[src/hw/rtl/assert_macros.svh]
// assertion helper macros
`ifndef ASSERT_MACROS_SVH
`define ASSERT_MACROS_SVH

// property must hold on every clock edge outside reset
`define ASSERT_ALWAYS(label, clk, rst_n, prop) \
    label: assert property (@(posedge clk) disable iff (!rst_n) (prop)) \
        else $error("assertion failed");

// antecedent implies consequent in the following cycle
`define ASSERT_NEXT(label, clk, rst_n, ante, cons) \
    label: assert property (@(posedge clk) disable iff (!rst_n) (ante) |=> (cons)) \
        else $error("assertion failed");

`endif

[src/hw/rtl/chte_pkg.sv]
// ----------------------------------------------------------------------------
// chte_pkg
// shared constants, types and the tabulation hash rom function
// ----------------------------------------------------------------------------
package chte_pkg;

    localparam int TABLE_COUNT_DEF = 3;
    localparam int INDEX_BITS_DEF  = 10;
    localparam int KEY_BITS_DEF    = 64;
    localparam int VALUE_BITS_DEF  = 32;
    localparam int TRIALS_BITS     = 7;
    localparam int FAIL_BITS       = 16;
    localparam int TAG_BITS        = 8;
    localparam int PORT_KEY_BITS   = 64;
    localparam int PORT_VAL_BITS   = 32;
    localparam logic [TRIALS_BITS-1:0] TRIALS_RESET = 7'd8;

    localparam logic OP_LOOKUP = 1'b0;
    localparam logic OP_UPDATE = 1'b1;

    // commands from controller to datapath
    typedef struct packed {
        logic load;       // capture a new item
        logic hash_step;  // run one hash bit step
        logic hash_clear; // reset hash accumulators
        logic clear;      // write one empty slot per table after reset
        logic wr_upd;     // rewrite values of matching slots
        logic wr_ins;     // write carried entry into free slot
        logic wr_evict;   // swap carried entry with victim
        logic take_vic;   // carried entry becomes the victim data
        logic fail;       // bump failure counter
        logic set_ok;     // record success
        logic show;       // latch result
    } chte_cmd_t;

    // status from datapath to controller
    typedef struct packed {
        logic clear_done;
        logic hash_done;
        logic hit;
        logic any_free;
        logic is_update;
        logic trials_zero;
        logic trials_last;
    } chte_sts_t;

    // splitmix64 low bits, evaluated at elaboration for the constant rom
    function automatic logic [63:0] splitmix64(input logic [63:0] x);
        logic [63:0] z;
        z = x + 64'h9E3779B97F4A7C15;
        z = (z ^ (z >> 30)) * 64'hBF58476D1CE4E5B9;
        z = (z ^ (z >> 27)) * 64'h94D049BB133111EB;
        return z ^ (z >> 31);
    endfunction

endpackage

[src/hw/rtl/chte_ctrl.sv]
// ----------------------------------------------------------------------------
// chte_ctrl
// sequencer for lookup, update and cuckoo insert rounds
// ----------------------------------------------------------------------------
`include "assert_macros.svh"
module chte_ctrl (
    input  logic                clk,
    input  logic                rst_n,
    input  logic                s_valid,
    output logic                s_ready,
    output logic                m_valid,
    input  logic                m_ready,
    input  chte_pkg::chte_sts_t sts,
    output chte_pkg::chte_cmd_t cmd
);
    import chte_pkg::*;

    typedef enum logic [3:0] {
        ST_CLEAR, ST_IDLE, ST_HASH, ST_READ, ST_WAIT, ST_DECIDE,
        ST_IHASH, ST_IREAD, ST_IWAIT, ST_IDECIDE, ST_SWAP, ST_OUT
    } state_t;

    state_t state_reg, state_next;

    // command decode
    always_comb
    begin
        cmd        = '0;
        state_next = state_reg;
        case (state_reg)
            ST_CLEAR:
            begin
                cmd.clear = 1'b1;
                if (sts.clear_done) state_next = ST_IDLE;
            end
            ST_IDLE:
            begin
                if (s_valid)
                begin
                    cmd.load       = 1'b1;
                    cmd.hash_clear = 1'b1;
                    state_next     = ST_HASH;
                end
            end
            ST_HASH:
            begin
                if (sts.hash_done) state_next = ST_READ;
                else cmd.hash_step = 1'b1;
            end
            ST_READ:   state_next = ST_WAIT;
            ST_WAIT:   state_next = ST_DECIDE;
            ST_DECIDE:
            begin
                cmd.show = 1'b1;
                if (!sts.is_update)
                begin
                    state_next = ST_OUT;
                end
                else if (sts.hit)
                begin
                    cmd.wr_upd = 1'b1;
                    cmd.set_ok = 1'b1;
                    state_next = ST_OUT;
                end
                else if (sts.trials_zero)
                begin
                    cmd.fail   = 1'b1;
                    state_next = ST_OUT;
                end
                else
                begin
                    state_next = ST_IREAD;
                end
            end
            ST_IHASH:
            begin
                if (sts.hash_done) state_next = ST_IREAD;
                else cmd.hash_step = 1'b1;
            end
            ST_IREAD:  state_next = ST_IWAIT;
            ST_IWAIT:  state_next = ST_IDECIDE;
            ST_IDECIDE:
            begin
                if (sts.any_free)
                begin
                    cmd.wr_ins = 1'b1;
                    cmd.set_ok = 1'b1;
                    state_next = ST_OUT;
                end
                else
                begin
                    cmd.wr_evict = 1'b1;
                    cmd.take_vic = 1'b1;
                    state_next   = ST_SWAP;
                    if (sts.trials_last)
                    begin
                        cmd.fail   = 1'b1;
                        state_next = ST_OUT;
                    end
                end
            end
            ST_SWAP:
            begin
                cmd.hash_clear = 1'b1;
                state_next     = ST_IHASH;
            end
            ST_OUT:
            begin
                if (m_ready) state_next = ST_IDLE;
            end
            default:   state_next = ST_IDLE;
        endcase
    end

    // state register
    always_ff @(posedge clk or negedge rst_n)
    begin
        if (!rst_n)
        begin
            state_reg <= ST_CLEAR;
        end
        else
        begin
            state_reg <= state_next;
        end
    end

    assign s_ready = (state_reg == ST_IDLE);
    assign m_valid = (state_reg == ST_OUT);

    `ASSERT_ALWAYS(a_excl, clk, rst_n, !(s_ready && m_valid))
    `ASSERT_ALWAYS(a_one_write, clk, rst_n,
        $countones({cmd.wr_upd, cmd.wr_ins, cmd.wr_evict}) <= 1)
    `ASSERT_NEXT(a_load_hash, clk, rst_n, cmd.load, state_reg == ST_HASH)
    `ASSERT_ALWAYS(a_clear_quiet, clk, rst_n, !(cmd.clear && (s_ready || m_valid)))
endmodule

[config.mk]
export PLATFORM = sky130hd
export DESIGN_NAME = chte_ctrl
export DESIGN_NICKNAME = d
export VERILOG_FILES = /design/src/hw/rtl/chte_pkg.sv /design/src/hw/rtl/chte_ctrl.sv
export VERILOG_INCLUDE_DIRS = /design/src /design/src/hw/rtl
export SDC_FILE = /design/constraint.sdc
export NUM_CORES = 1
export LEC_CHECK = 0
export BUFFER_PORTS_ARGS = -buffer_cell sky130_fd_sc_hd__buf_2
export CAP_MARGIN = 20
export CORE_AREA = 2 2 39 41
export CTS_CLUSTER_SIZE = 12
export DETAILED_ROUTE_END_ITERATION = 10
export DIE_AREA = 0 0 41 43
export PLACE_DENSITY_LB_ADDON = 0.05
export SYNTH_ARGS = -nofsm -noshare
export SYNTH_HDL_FRONTEND = slang
export SYNTH_SLANG_ARGS = --single-unit
[constraint.sdc]
create_clock -name clk -period 1.65 [get_ports clk]
set_clock_uncertainty 0.2 [all_clocks]
set_input_delay 0.2475 -clock clk [delete_from_list [all_inputs] [get_ports clk]]
set_output_delay 0.2475 -clock clk [all_outputs]
set_load 0.02 [all_outputs]
=== After elaboration in Yosys (flattened, before gate mapping) ===
Index checks and enable logic that the tools add are counted.

* Flip-flop bits (word level): 4
* Input bits: 11
* Word-level logic and storage cells: 49

* Equality and inequality tests: 16
* Mux-type cells: 29
* Reduce and logical (&&, ||, !) cells: 3

{| class="wikitable"
|+ Operators by type and width
! operator !! number
|-
| $pmux W4 S12 || 1
|-
| $mux W4 || 9
|-
| $eq A4 B3 Y1 const B || 4
|-
| $eq A4 B4 Y1 const B || 4
|-
| $mux W1 || 14
|-
| $eq A4 B2 Y1 const B || 2
|-
| $ne A2 B2 Y1 const B || 4
|-
| $mux W3 || 2
|-
| $reduce_and A5 Y1 || 1
|-
| $eq A4 B1 Y1 const B || 1
|-
| $logic_not A4 Y1 || 1
|-
| $pmux W2 S2 || 1
|-
| $mux W2 || 1
|-
| $ne A2 B1 Y1 const B || 1
|-
| $pmux W1 S2 || 1
|-
| $reduce_or A2 Y1 || 1
|}

=== Longest topological paths before layout ===
* Depth in word-level cells: 4
* Depth in mapped cells: 4
* Gate-level depth less buffers: 3

=== Worst setup path after synthesis ===
OpenSTA, ideal clock, no wires.

* Path type: reg2out
* From: register state_reg[1]
* To: output cmd[2] (netlist bit)
* Data arrival time: 1.619 ns
* Path slack: -0.416 ns
* Stages on the path, launching flop included: 4
* Path buffers: 0
* Cells stage by stage: dfrtp_1 -> nand2b_1 -> nor3b_1 -> a32o_1

{| class="wikitable"
|+ RTL lines
! what !! RTL line !! text
|-
| start, declared || chte_ctrl.sv:23 || <nowiki>state_t state_reg, state_next;</nowiki>
|-
| start signal, assigned || chte_ctrl.sv:124 || <nowiki>state_reg <= state_next;</nowiki>
|-
| end, declared || chte_ctrl.sv:14 || <nowiki>output chte_pkg::chte_cmd_t cmd</nowiki>
|}

==> summary.txt <==
Global routing
  – Largest net degree at the start of global routing: 11
  – GR Overflow Total: 0
  – Global-route wire length before repair: roughly 2100 um
  – GRT Util Overall: around 17%
  – Initial antenna violation count: 0
  – Vias in the first global route: around 520

Cells and area
  – Non-Filler Cell Area, Final: a little under 1000 um^2
  – Area Growth Syn to Fin: 127%
  – Ant diodes: 0
  – Nets: ~120
  – Layout cells sized above 1: 70.9%
  – Number of fill cells in the layout: roughly 120
  – Most common cell after layout, fill and taps aside: buf_4
  – Most frequent cells in the layout: 24 x buf_4, 12 x buf_2, 9 x buf_6
  – Max FFs per register: 4
  – Final cell count without fillers: between 100 and 150

Critical path
  – CP Launch Type: register
  – Cell family with most CP delay: buffers and inverters
  – Worst EP required: between 1 and 1.5 ns
  – CP peak stage delay: 0.43 ns
  – Reg-to-Reg End: state_reg[2]
  – Worst R2R Path Depth: 4
  – CP arrival: ~1.4 ns
  – Reg-to-reg startpoint: state_reg[1]
  – Crit path max fanout: 6
  – WP buf/inv: 3
  – CP max stage cell: dfrtp_2
  – Crit Path Category: register to primary output
  – Reg2reg setup slack: 0.01 ns
  – CP endpoint kind: primary output
  – Crit-path cells: buf_6 -> buf_4 -> nor4_2 -> buf_2

Timing
  – Final min period: 1.80 ns
  – Slew @ Worst Pin: 0.234 ns
  – Post-route setup TNS: -0.849 ns
  – Hold_ws: 0.150 ns
  – Final WS setup: -0.151 ns
  – Fin. max-slew vios: 0
  – Relative slew slack: approximately 84%
  – Unrepaired setup endpoints after global routing: yes
  – Max Fclk: around 0.56 GHz
  – Tcrit/Tclk final: 109%
  – Final setup fails: 10
  – Final Hold Fails: 0

Floorplanning
  – Die Area: 1760 um^2
  – Die height: around 43 um
  – Chip width: 41 um
  – Initial Utilization: between 30% and 40%
  – Rows: 14
  – # IOs: 24
  – Core area: roughly 1400 um^2

Routing
  – Via count: between 600 and 700
  – Vias per Instance: between 5 and 6
  – Drt total wl: 1480 um
  – Detailed Route Iter0 Violations: 8
  – DR pass1 iterations: 4
  – # DRC: 0
  – Final ANT Viol Nets: 0
  – Routed len/inst: approximately 12 um

Synth
  – Yosys cell types: 31
  – Synth Cell Area: 428 um^2
  – Post-Synthesis Cells: 57
  – Yosys Warn Count: 0
  – Post-Synth XOR/XNOR Area: 0%
  – Syn avg cell area: between 7 and 8 um^2
  – Synth Area in Adders: 0%
  – Syn nets: 68
  – Post-synthesis mux area share: ~2.3%
  – Simple-gate share of the synthesized area: approximately 40%
  – Synth Area in Compound Gates: 26.9%
  – Largest family of logic cells by synthesized area: simple AND/OR/NAND/NOR gates
  – #FFs+latches synth: 4
  – Seq/Total Area, Yosys: approximately a quarter

Place
  – Placed insts: approximately 110
  – HPWL Detailed: ~1000 um
  – Placed cell areas: around 720 um^2
  – IO buf count: 23
  – GPL Wtd Cong: between 0.7 and 0.8

Clock network
  – Clock Sinks: 4
  – Cts bufs inserted: 3
  – CTS max path bufs: 2
  – H-Tree Depth: 1
  – Clk_lat worst skew: 0.23 ns
  – CTS tree: yes
  – Root Buffer: clkbuf_4
  – Reg clk slew, reported paths: ~0.030 ns

Power
  – Switching share of power: around two fifths
  – Max IR drop VDD: roughly 0.0010 V
  – Overall power: about 1800 uW
  – P_int: roughly 1000 uW
  – Comb power frac: between 80 and 90%
  – Clock share of power: 6.3%
  – PD cells: around 1800 nW/um^2
  – Flop pwr share: between 10% and 20%
  – Net Switching: between 700 and 800 uW
  – Leak Pwr: 0.000446 uW

Outcome
  – Outcome: finished with violations
  – Failing checks: setup timing

Flow run
  – Max capacitance violation total: 0

Hold path
  – Worst min-delay path class: input port to asynchronous set/reset pin
final cells by class:
type                            instances  area (um^2)  area share (%)
Multi-Input combinational cell         46          429            44.1
Timing Repair Buffer                   48          387            39.8
Sequential cell                         4          104            10.7
Clock buffer                            3         22.5            2.32
Tap cell                               16         20.0            2.06
Inverter                                2         10.0            1.03
cell usage after synthesis (all sizes together):
| library cell | n | area, um^2 |
|---|---|---|
| or4b | 1 | 10.0 |
| nor2 | 3 | 11.3 |
| or3 | 1 | 6.26 |
| dfrtp | 4 | 100 |
| nor2b | 4 | 25.0 |
| nand2b | 4 | 25.0 |
| a32o | 2 | 20.0 |
| and2 | 1 | 6.26 |
| a22o | 1 | 8.76 |
| a21oi | 6 | 30.0 |
| nor3 | 5 | 25.0 |
| clkbuf | 2 | 7.51 |
| o32ai | 1 | 8.76 |
| o21ai | 3 | 15.0 |
| nand3b | 1 | 7.51 |
| and3 | 2 | 12.5 |
| nor4 | 1 | 6.26 |
| buf | 3 | 17.5 |
| nand2 | 1 | 3.75 |
| mux2i | 1 | 10.0 |
| inv | 2 | 7.50 |
| a41o | 1 | 10.0 |
| o21a | 1 | 7.51 |
| nor3b | 2 | 15.0 |
| nor4bb | 1 | 10.0 |
| a31oi | 1 | 6.26 |
| nand4 | 1 | 6.26 |
| a32oi | 1 | 8.76 |
routing by layer:
metal / track usage, % / part of all wire (%) / wire length, um
met4: 6.67 / 0 / 0
met2: 27.5 / 55 / 816
met5: 0 / 0 / 0
met1: 21.6 / 42 / 619
met3: 1.57 / 2.9 / 43
worst max path at each step:
stage	depth (start not counted)	slack [ns]	end	from
2_1_floorplan	3	-0.06	cmd[2]	state_reg[1]
4_1_cts	5	-0.15	cmd[8]	state_reg[3]
5_1_grt	4	-0.22	cmd[7]	state_reg[3]
6_report	4	-0.15	cmd[7]	state_reg[3]
3_5_place_dp	4	0.03	cmd[2]	state_reg[2]
3_3_place_gp	4	0.02	cmd[2]	state_reg[2]
power groups by stage:
| stage | Sequential [uW] | Clock (uW) | Combinational [uW] |
|---|---|---|---|
| 2_1_floorplan | 211 | 0 | 617 |
| 3_3_place_gp | 226 | 0 | 1020 |
| 3_5_place_dp | 229 | 0 | 1020 |
| 4_1_cts | 232 | 120 | 1200 |
| 5_1_grt | 251 | 126 | 1550 |
| 6_report | 243 | 113 | 1430 |
cells by family (layout without fill, tap and decap cells):
family	after synthesis	count (layout)
flip-flops	4	4
AO/OA/AOI/OAI	17	17
buffers and inverters	7	53
AND/OR/NAND/NOR	28	28
multiplexers	1	1
what timing repair did:
| item | in CTS | in global routing |
|---|---|---|
| resized for setup | 23 | 18 |
| hold buffers | 1 | 0 |
| pin swaps | 8 | 6 |
| endpoints found under the setup margin | 13 | 16 |
| endpoints found under the hold margin | 4 | 0 |
| buffers inserted | 4 | 5 |
stage by stage:
stage                     worst slack [ns]  util [%]
final                               -0.151      70.3
after global placement              0.0168      51.8
after floorplan                    -0.0624         -
after CTS                           -0.152      61.5
after global routing                -0.220      70.3
after detailed placement            0.0297      51.8
Note: power is estimated with default switching activity, not from simulation.
